===== src/hw/rtl/jti_pkg.sv =====
// shared types and constants of the joint trajectory interpolator
package jti_pkg;

  localparam int ALPHA_BITS = 24;
  localparam int DIV_STEPS = ALPHA_BITS + 1;
  localparam logic [ALPHA_BITS:0] ALPHA_ONE = {1'b1, {ALPHA_BITS{1'b0}}};
  localparam logic [30:0] TOLERANCE_RESET = 31'd6554;
  localparam logic [31:0] TIMEOUT_RESET = 32'd3000000;
  localparam logic CFG_TOLERANCE = 1'b0;
  localparam logic CFG_TIMEOUT = 1'b1;

  typedef enum logic [1:0] {
    OP_LOAD   = 2'd0,
    OP_START  = 2'd1,
    OP_TICK   = 2'd2,
    OP_CANCEL = 2'd3
  } op_t;

  typedef enum logic [3:0] {
    S_IDLE,
    S_WRITE,
    S_ST_READ,
    S_ST_CHECK,
    S_TK_READ,
    S_TK_CHECK,
    S_DIV_INIT,
    S_DIV,
    S_LMUL,
    S_LADD,
    S_HOLD,
    S_DONE
  } state_t;

  // one table point
  typedef struct packed {
    logic [2:0]  present;
    logic [31:0] time_us;
    logic [31:0] position;
    logic [31:0] velocity;
    logic [31:0] acceleration;
  } point_t;

  // controller to datapath
  typedef struct packed {
    logic capture;
    logic write_pt;
    logic cancel;
    logic rd_first;
    logic rd_next;
    logic start_check;
    logic set_point0;
    logic found_cur;
    logic div_init;
    logic div_step;
    logic mul;
    logic add;
    logic hold_last;
    logic hold_check;
  } cmd_t;

  // datapath to controller
  typedef struct packed {
    logic running;
    logic found;
    logic at_first;
    logic at_last;
    logic span_pos;
    logic div_last;
    logic lerp_last;
  } stat_t;

endpackage


===== src/hw/rtl/jti_ctrl.sv =====
// controller state machine of the joint trajectory interpolator
module jti_ctrl import jti_pkg::*; (
  input  logic       clk,
  input  logic       rst,
  input  logic       start,
  input  logic [1:0] operation,
  input  stat_t      stat,
  output cmd_t       cmd,
  output logic       busy,
  output logic       done
);

  state_t state, state_next;
  logic   accept;
  op_t    op;

  assign accept = start && (state == S_IDLE);
  assign op = op_t'(operation);
  assign busy = (state != S_IDLE);
  assign done = (state == S_DONE);

  // state register
  always_ff @(posedge clk) begin
    if (rst) begin
      state <= S_IDLE;
    end else begin
      state <= state_next;
    end
  end

  // next state
  always_comb begin
    state_next = state;
    unique case (state)
      S_IDLE: begin
        if (accept) begin
          unique case (op)
            OP_LOAD:   state_next = S_WRITE;
            OP_START:  state_next = S_ST_READ;
            OP_TICK:   state_next = stat.running ? S_TK_READ : S_DONE;
            OP_CANCEL: state_next = S_DONE;
            default:   state_next = S_DONE;
          endcase
        end
      end
      S_WRITE:    state_next = S_DONE;
      S_ST_READ:  state_next = S_ST_CHECK;
      S_ST_CHECK: state_next = S_DONE;
      S_TK_READ:  state_next = S_TK_CHECK;
      S_TK_CHECK: begin
        if (stat.found) begin
          state_next = stat.at_first ? S_DONE : S_DIV_INIT;
        end else if (stat.at_last) begin
          state_next = S_HOLD;
        end else begin
          state_next = S_TK_READ;
        end
      end
      S_DIV_INIT: state_next = stat.span_pos ? S_DIV : S_LMUL;
      S_DIV:      state_next = stat.div_last ? S_LMUL : S_DIV;
      S_LMUL:     state_next = S_LADD;
      S_LADD:     state_next = stat.lerp_last ? S_DONE : S_LMUL;
      S_HOLD:     state_next = S_DONE;
      S_DONE:     state_next = S_IDLE;
      default:    state_next = S_IDLE;
    endcase
  end

  // commands
  always_comb begin
    cmd = '0;
    unique case (state)
      S_IDLE: begin
        if (accept) begin
          cmd.capture = 1'b1;
          cmd.rd_first = (op == OP_START) || ((op == OP_TICK) && stat.running);
          cmd.cancel = (op == OP_CANCEL);
        end
      end
      S_WRITE:    cmd.write_pt = 1'b1;
      S_ST_CHECK: cmd.start_check = 1'b1;
      S_TK_CHECK: begin
        if (stat.found) begin
          cmd.set_point0 = stat.at_first;
          cmd.found_cur = !stat.at_first;
        end else if (stat.at_last) begin
          cmd.hold_last = 1'b1;
        end else begin
          cmd.rd_next = 1'b1;
        end
      end
      S_DIV_INIT: cmd.div_init = 1'b1;
      S_DIV:      cmd.div_step = 1'b1;
      S_LMUL:     cmd.mul = 1'b1;
      S_LADD:     cmd.add = 1'b1;
      S_HOLD:     cmd.hold_check = 1'b1;
      default:    cmd = '0;
    endcase
  end

endmodule


===== config.mk =====
export PLATFORM = sky130hd
export DESIGN_NAME = jti_ctrl
export DESIGN_NICKNAME = d
export VERILOG_FILES = /design/src/hw/rtl/jti_pkg.sv /design/src/hw/rtl/jti_ctrl.sv
export SDC_FILE = /design/constraint.sdc
export NUM_CORES = 1
export LEC_CHECK = 0
export ABC_AREA = 1
export BUFFER_PORTS_ARGS = -buffer_cell sky130_fd_sc_hd__buf_2
export CAP_MARGIN = 10
export CORE_AREA = 8 8 45 47
export CTS_BUF_LIST = sky130_fd_sc_hd__clkbuf_4 sky130_fd_sc_hd__clkbuf_8
export DETAILED_ROUTE_END_ITERATION = 10
export DIE_AREA = 0 0 53 55
export GPL_ROUTABILITY_DRIVEN = 0
export PLACE_DENSITY = 0.75
export SYNTH_ARGS = -nofsm -noshare
export SYNTH_HDL_FRONTEND = slang
export SYNTH_SLANG_ARGS = --single-unit

===== constraint.sdc =====
create_clock -name clk -period 2.9 [get_ports clk]
set_clock_uncertainty 0.05 [all_clocks]
set_input_delay 0.29 -clock clk [delete_from_list [all_inputs] [get_ports clk]]
set_output_delay 0.29 -clock clk [all_outputs]
set_load 0.1 [all_outputs]

==> results of run 1 <==
[layer usage]
layer,vias up,track usage,part of all wire,routed length (um)
li1,373,-,-,-
met1,300,0.1212,0.42,677
met2,26,0.2207,0.52,851
met3,0,0.01872,0.061,99
met4,0,0.03448,0,0
met5,-,0,0,0
[stage by stage]
step                      power [mW]  cells
after floorplan               0.6755    102
after global placement        0.7794    145
after detailed placement      0.7841    145
after CTS                     0.8608    148
after global routing          0.9141    148
final                         0.8655    148
[worst max-delay path: stages (launching register included)]
cell and delay, ns:
sky130_fd_sc_hd__dfxtp_1 0.35, sky130_fd_sc_hd__inv_1 0.11, sky130_fd_sc_hd__nand2_1 0.11, sky130_fd_sc_hd__nor2_2 0.15
sky130_fd_sc_hd__inv_2 0.07, sky130_fd_sc_hd__nor3_2 0.09, sky130_fd_sc_hd__buf_2 0.44
[placed cells by master, fill, tap and decap left out, types with 2 or more instances in the layout]
cell	instances
sky130_fd_sc_hd__nand2_1	30
sky130_fd_sc_hd__nor3_2	2
sky130_fd_sc_hd__inv_1	20
sky130_fd_sc_hd__a21oi_1	3
sky130_fd_sc_hd__dfxtp_1	4
sky130_fd_sc_hd__nor2_1	25
sky130_fd_sc_hd__nand3_1	10
sky130_fd_sc_hd__clkbuf_4	3
sky130_fd_sc_hd__nor2_2	2
sky130_fd_sc_hd__buf_2	27
[path summary, 6_finish.rpt]
path	startpoint	end	slack, ns	cells past startpoint
setup reg to reg	state[2]	state[1]	1.66	9
hold / removal	start	state[1]	0.35	3
setup / recovery	state[3]	cmd[1]	0.99	6
hold reg to reg	state[1]	state[3]	0.71	5
[report_power, final]
part           total [mW]  switching (mW)  internal (mW)
Combinational       0.683           0.556          0.127
Clock              0.0726          0.0260         0.0465
Sequential          0.110          0.0321         0.0781
Total               0.866           0.614          0.252
[cell families (layout without fill, tap and decap cells)]
group           Yosys count  in the layout  synth area share
flops                     4              4            0.1654
buf+inv                  21             51            0.1628
compound gates            5              5           0.05683
simple gates             72             72            0.6150
[layout make-up]
type                       count  area share
tap                           16     0.02952
inverter                      21      0.1162
sequential                     4      0.1181
timing repair buffer          27      0.1993
multi-input combinational     77      0.5037
clock buffer                   3     0.03321
==> tab_implementation.tex, run 1 <==
\begin{tabular}{lr}
\hline
Metric & Value \\
\hline
\multicolumn{2}{l}{\textbf{Logic synthesis}} \\
Async set or reset register ratio after synthesis & 0 \\
Count of flip-flops with a built-in enable after synthesis & 0 \\
Sequential-to-total area share from yosys stat & 0.1654 \\
Post-synthesis instance area & slightly below 500 um2 \\
Gate Count Post-Synth & 102 \\
Number of nets in the synthesized netlist & 114 \\
Most frequent cells after synthesis & 30 x sky130\_fd\_sc\_hd\_\_nand2\_1, 25 x sky130\_fd\_sc\_hd\_\_nor2\_1, 20 x sky130\_fd\_sc\_hd\_\_inv\_1 \\
Number of register bits inferred by synthesis & 4 \\
Proportion of netlist area held by the largest area contributor & 0.2326 \\
Dominant synthesized flop cell & sky130\_fd\_sc\_hd\_\_dfxtp\_1 \\
Synth Warn \# & 0 \\
Area leader, netlist & sky130\_fd\_sc\_hd\_\_nand2\_1 \\
Average size of a mapped cell & 4.747 um2 \\
Most common cell in the synthesized netlist & sky130\_fd\_sc\_hd\_\_nand2\_1 \\
Post-synth cell types & 14 \\
Ranking of synthesized cells by area & sky130\_fd\_sc\_hd\_\_nand2\_1 23\%, sky130\_fd\_sc\_hd\_\_nor2\_1 19\%, sky130\_fd\_sc\_hd\_\_dfxtp\_1 17\% \\
\multicolumn{2}{l}{\textbf{Placement}} \\
Area of placed instances & 655.6 um2 \\
Port bufs & 27 \\
Final HPWL DP & between 1000 and 1500 um \\
Setup Slack @ Placement & between 1 and 1.5 ns \\
\multicolumn{2}{l}{\textbf{Finish}} \\
Register with the highest flop count & state \\
Multi-input gate area & 341.6 um2 \\
Flip-flop and latch area & between 80 and 90 um2 \\
Post-route cell area & 678.2 um2 \\
Largest regs & state x4 \\
Net count, final & 146 \\
Post-layout utilization of the core & 0.4901 \\
Synth-to-Final Area Change & 40.05\% \\
Share of cells above drive strength 1 & 0.2879 \\
Count of inserted antenna diode cells & 0 \\
Max reg flops & 4 \\
FILL cells & 162 \\
\multicolumn{2}{l}{\textbf{Critical path}} \\
Critical path fanouts, max & 5 \\
Element type at the critical path start & flop \\
Critical Path RT & 2.56 ns \\
Endpoint class of the critical path & output port \\
Critical path class & flop to output port \\
Critical Path AT & 1.57 ns \\
\multicolumn{2}{l}{\textbf{Routing}} \\
Detailed-route wire length & about 1600 um \\
Routed vias & 699 \\
Initial drt markers & 15 \\
\# DRC & 0 \\
Routed len/inst & about 11 um \\
Number of detailed-routing iterations run before antenna repair & 4 \\
ANT nets after route & 0 \\
Post-detailed-route via-to-cell ratio & 4.723 \\
\multicolumn{2}{l}{\textbf{Clock tree}} \\
Setup Buffers After CTS & 0 \\
Clock tree from TritonCTS & yes \\
Clock tree root buffer cell & sky130\_fd\_sc\_hd\_\_clkbuf\_4 \\
Maximum number of buffers from clock root to sink & 2 \\
Hold-fix buffer count after cts & 0 \\
\# resized after CTS & 0 \\
Clock transition at path regs & 0.04 ns \\
H-Tree Level Count & 1 \\
TritonCTS buffer count & 3 \\
Clock latency of the later-clocked register in the worst-skew pair & between 0.2 and 0.25 ns \\
Number of sinks handled by clock tree synthesis & 4 \\
\multicolumn{2}{l}{\textbf{Die}} \\
Top-Level Pins & 28 \\
Placeable core region & between 0.001 and 0.0015 mm2 \\
Die area & 0.002915 mm2 \\
Starting utilization of the core area & 0.3499 \\
Row Count & 14 \\
Die extent in y & 55 um \\
Die X-Extent & 53 um \\
\multicolumn{2}{l}{\textbf{Timing}} \\
Final Cycle Share & 0.6593 \\
Fmax & 523.0 MHz \\
Least setup slack across all paths after layout & 0.9880 ns \\
Number of hold violations in the final report & 0 \\
TNS Setup & 0 ns \\
Fin. max-slew vios & 0 \\
Setup violation total in the final timing report & 0 \\
Worst-case headroom to the max-slew limit & 0.6710 \\
Worst-case hold slack & 0.3543 ns \\
Final period demand of the worst path & 1.912 ns \\
Measured slew at the worst slew-check pin & 0.4970 ns \\
Unrepaired setup endpoints after global routing & false \\
\multicolumn{2}{l}{\textbf{Flow run}} \\
Max-cap violation count & 0 \\
\multicolumn{2}{l}{\textbf{Global routing}} \\
Overall track demand over capacity in global routing & 0.1135 \\
Antenna violations before repair & 0 \\
Via count of the first global-routing pass & 684 \\
Gr ovfl total & 0 \\
Largest net degree at the start of global routing & 8 \\
First-pass GRT wire length & 2628 um \\
\multicolumn{2}{l}{\textbf{Pwr}} \\
Power per standard cell area & about 1300 mW/mm2 \\
Peak ir drop on the vdd network & 1119 uV \\
LEAKAGE & 0.4652 nW \\
\multicolumn{2}{l}{\textbf{Min path}} \\
Hold crit path type & primary input to flop \\
\multicolumn{2}{l}{\textbf{Status}} \\
Outcome & completed \\
\hline
\end{tabular}
No activity file was read; power rests on OpenSTA's default activity.
==> run 2: changes to the inputs <==
--- a/config.mk
+++ b/config.mk
@@ -13,7 +13,7 @@
 export DETAILED_ROUTE_END_ITERATION = 10
 export DIE_AREA = 0 0 53 55
 export GPL_ROUTABILITY_DRIVEN = 0
-export PLACE_DENSITY = 0.75
+export PLACE_DENSITY = 0.78
 export SYNTH_ARGS = -nofsm -noshare
 export SYNTH_HDL_FRONTEND = slang
 export SYNTH_SLANG_ARGS = --single-unit
==> constraint.sdc (replaced) <==
create_clock -name clk -period 1.7 [get_ports clk]
set_clock_uncertainty 0.05 [all_clocks]
set_input_delay 0.17 -clock clk [delete_from_list [all_inputs] [get_ports clk]]
set_output_delay 0.17 -clock clk [all_outputs]
set_load 0.1 [all_outputs]
==> tab_implementation.tex, run 2 (synthesis gave the netlist of run 1 again) <==
\begin{tabular}{lr}
\hline
Metric & Value \\
\hline
\multicolumn{2}{l}{\textbf{Status}} \\
Outcome & completed \\
\multicolumn{2}{l}{\textbf{Global routing}} \\
Gr ovfl total & 0 \\
Largest net degree at the start of global routing & 8 \\
Via count of the first global-routing pass & 630 \\
Antenna violations before repair & 0 \\
Overall track demand over capacity in global routing & 0.1176 \\
First-pass GRT wire length & 2615 um \\
\multicolumn{2}{l}{\textbf{Pwr}} \\
Part of the total power dissipated in sequential elements & 0.121 \\
LEAKAGE & 0.4951 nW \\
Proportion of power drawn by the clock network & 0.069 \\
Total net switching power & 1.162 mW \\
Power per standard cell area & 1903 mW/mm2 \\
Total internal power & 0.5742 mW \\
Switch share & 0.6692 \\
Total power & 1.736 mW \\
Combinational share of power & 0.810 \\
Peak ir drop on the vdd network & 1568 uV \\
\multicolumn{2}{l}{\textbf{Timing}} \\
Setup violation total in the final timing report & 0 \\
Final period demand of the worst path & between 1.5 and 2 ns \\
Worst-case hold slack & 0.2287 ns \\
TNS Setup & 0 ns \\
Measured slew at the worst slew-check pin & between 0.4 and 0.5 ns \\
Final Cycle Share & 0.9506 \\
Fin. max-slew vios & 0 \\
Fmax & 618.8 MHz \\
Worst-case headroom to the max-slew limit & 0.6741 \\
Number of hold violations in the final report & 0 \\
\multicolumn{2}{l}{\textbf{Clock tree}} \\
TritonCTS buffer count & 3 \\
Clock latency of the later-clocked register in the worst-skew pair & $\sim$0.24 ns \\
H-Tree Level Count & 1 \\
Number of sinks handled by clock tree synthesis & 4 \\
Clock tree from TritonCTS & yes \\
Setup Buffers After CTS & 0 \\
Clock tree root buffer cell & sky130\_fd\_sc\_hd\_\_clkbuf\_4 \\
Clock transition at path regs & around 0.040 ns \\
Maximum number of buffers from clock root to sink & 2 \\
\multicolumn{2}{l}{\textbf{Finish}} \\
Post-route cell area & slightly above 900 um2 \\
Largest regs & state x4 \\
Share of cells above drive strength 1 & 0.4242 \\
Max reg flops & 4 \\
Count of inserted antenna diode cells & 0 \\
Net count, final & between 100 and 150 \\
Synth-to-Final Area Change & 88.37\% \\
Most common library cell in the layout ignoring fill and taps & sky130\_fd\_sc\_hd\_\_nand2\_1 \\
Commonest cells after routing, fill and taps aside & 26 x sky130\_fd\_sc\_hd\_\_nand2\_1, 19 x sky130\_fd\_sc\_hd\_\_buf\_2, 18 x sky130\_fd\_sc\_hd\_\_inv\_1 \\
Register with the highest flop count & state \\
Post-layout utilization of the core & 0.6591 \\
\multicolumn{2}{l}{\textbf{Critical path}} \\
Critical Path RT & 1.48 ns \\
Critical path class & flop to output port \\
Startpoint of the worst-slack reg-to-reg timing path & state[2] \\
Critical Path AT & 1.40 ns \\
Element type at the critical path start & flop \\
Endpoint class of the critical path & output port \\
CP Launch Point & state[1] \\
Critical path fanouts, max & 5 \\
\multicolumn{2}{l}{\textbf{Routing}} \\
\# DRC & 0 \\
Initial drt markers & 10 \\
Routed vias & 695 \\
Routed len/inst & 10.56 um \\
Number of detailed-routing iterations run before antenna repair & 4 \\
Post-detailed-route via-to-cell ratio & 4.696 \\
Detailed-route wire length & 1563 um \\
ANT nets after route & 0 \\
\multicolumn{2}{l}{\textbf{Min path}} \\
Worst min-delay path startpoint & start \\
Hold crit path type & primary input to flop \\
\multicolumn{2}{l}{\textbf{Die}} \\
Die area & 0.002915 mm2 \\
Placeable core region & 0.001384 mm2 \\
Top-Level Pins & 28 \\
Die X-Extent & 53 um \\
Row Count & 14 \\
Starting utilization of the core area & 0.3499 \\
Die extent in y & between 50 and 60 um \\
\multicolumn{2}{l}{\textbf{Placement}} \\
Area of placed instances & 887.1 um2 \\
Port bufs & 27 \\
Final HPWL DP & 1385 um \\
\multicolumn{2}{l}{\textbf{Flow run}} \\
Max-cap violation count & 0 \\
\hline
\end{tabular}
[run 2: changes by cell type in the layout (fill, tap and decap cells not counted), moves of 2 or more]
cell / delta
sky130_fd_sc_hd__nor2_1: -8
sky130_fd_sc_hd__dfxtp_2: +4
sky130_fd_sc_hd__inv_1: -2
sky130_fd_sc_hd__nand2_1: -4
sky130_fd_sc_hd__nor3_2: -2
sky130_fd_sc_hd__nor3_4: +2
sky130_fd_sc_hd__buf_12: +8
sky130_fd_sc_hd__buf_2: -8
sky130_fd_sc_hd__dfxtp_1: -4
sky130_fd_sc_hd__nor2_4: +8
sky130_fd_sc_hd__nand2_2: +3
[run 2: final timing paths]
check	end	slack [ns]	cells past startpoint
hold / removal	state[1]	0.23	3
setup reg to reg	state[1]	0.37	9
setup / recovery	cmd[1]	0.08	6
hold reg to reg	state[0]	0.69	3
[run 2: cell type report]
type	count	area, um2
Multi-Input combinational cell	77	446.7
Inverter	21	82.58
Sequential cell	4	85.08
Clock buffer	3	22.52
Fill cell	127	471.7
Timing Repair Buffer	27	255.2
Tap cell	16	20.02
[run 2: through the flow]
step / setup WS, ns / cells
after global placement: 0.3385 / 145
after floorplan: -0.3346 / 102
after CTS: 0.04942 / 148
after global routing: -0.0001152 / 148
after detailed placement: 0.3045 / 145
final: 0.08393 / 148
[run 2: power by group through the flow]
stage               clock, mW  sequential, mW  combinational, mW
global route            0.133           0.216               1.50
CTS                     0.122           0.208               1.41
detailed placement          0           0.209               1.41
finish                  0.120           0.210               1.41
floorplan                   0           0.201               1.14
global placement            0           0.205               1.40
[run 2: critical path: stages (launching register included)]
cell	delay, ns
sky130_fd_sc_hd__dfxtp_2	0.34
sky130_fd_sc_hd__inv_1	0.10
sky130_fd_sc_hd__nand2_2	0.09
sky130_fd_sc_hd__nor2_4	0.13
sky130_fd_sc_hd__inv_2	0.09
sky130_fd_sc_hd__nor3_4	0.20
sky130_fd_sc_hd__buf_12	0.20
[run 2: timing repair]
item	CTS	global route
gates resized for setup	0	1
hold buffers	0	0
setup endpoints to repair	0	1
[run 2: per-layer routing]
metal,track usage,share of wire,vias to the layer above
met5,0,0,-
li1,-,-,369
met4,0.06466,0.013,0
met2,0.2031,0.49,21
met3,0.01872,0.070,3
met1,0.1355,0.42,302
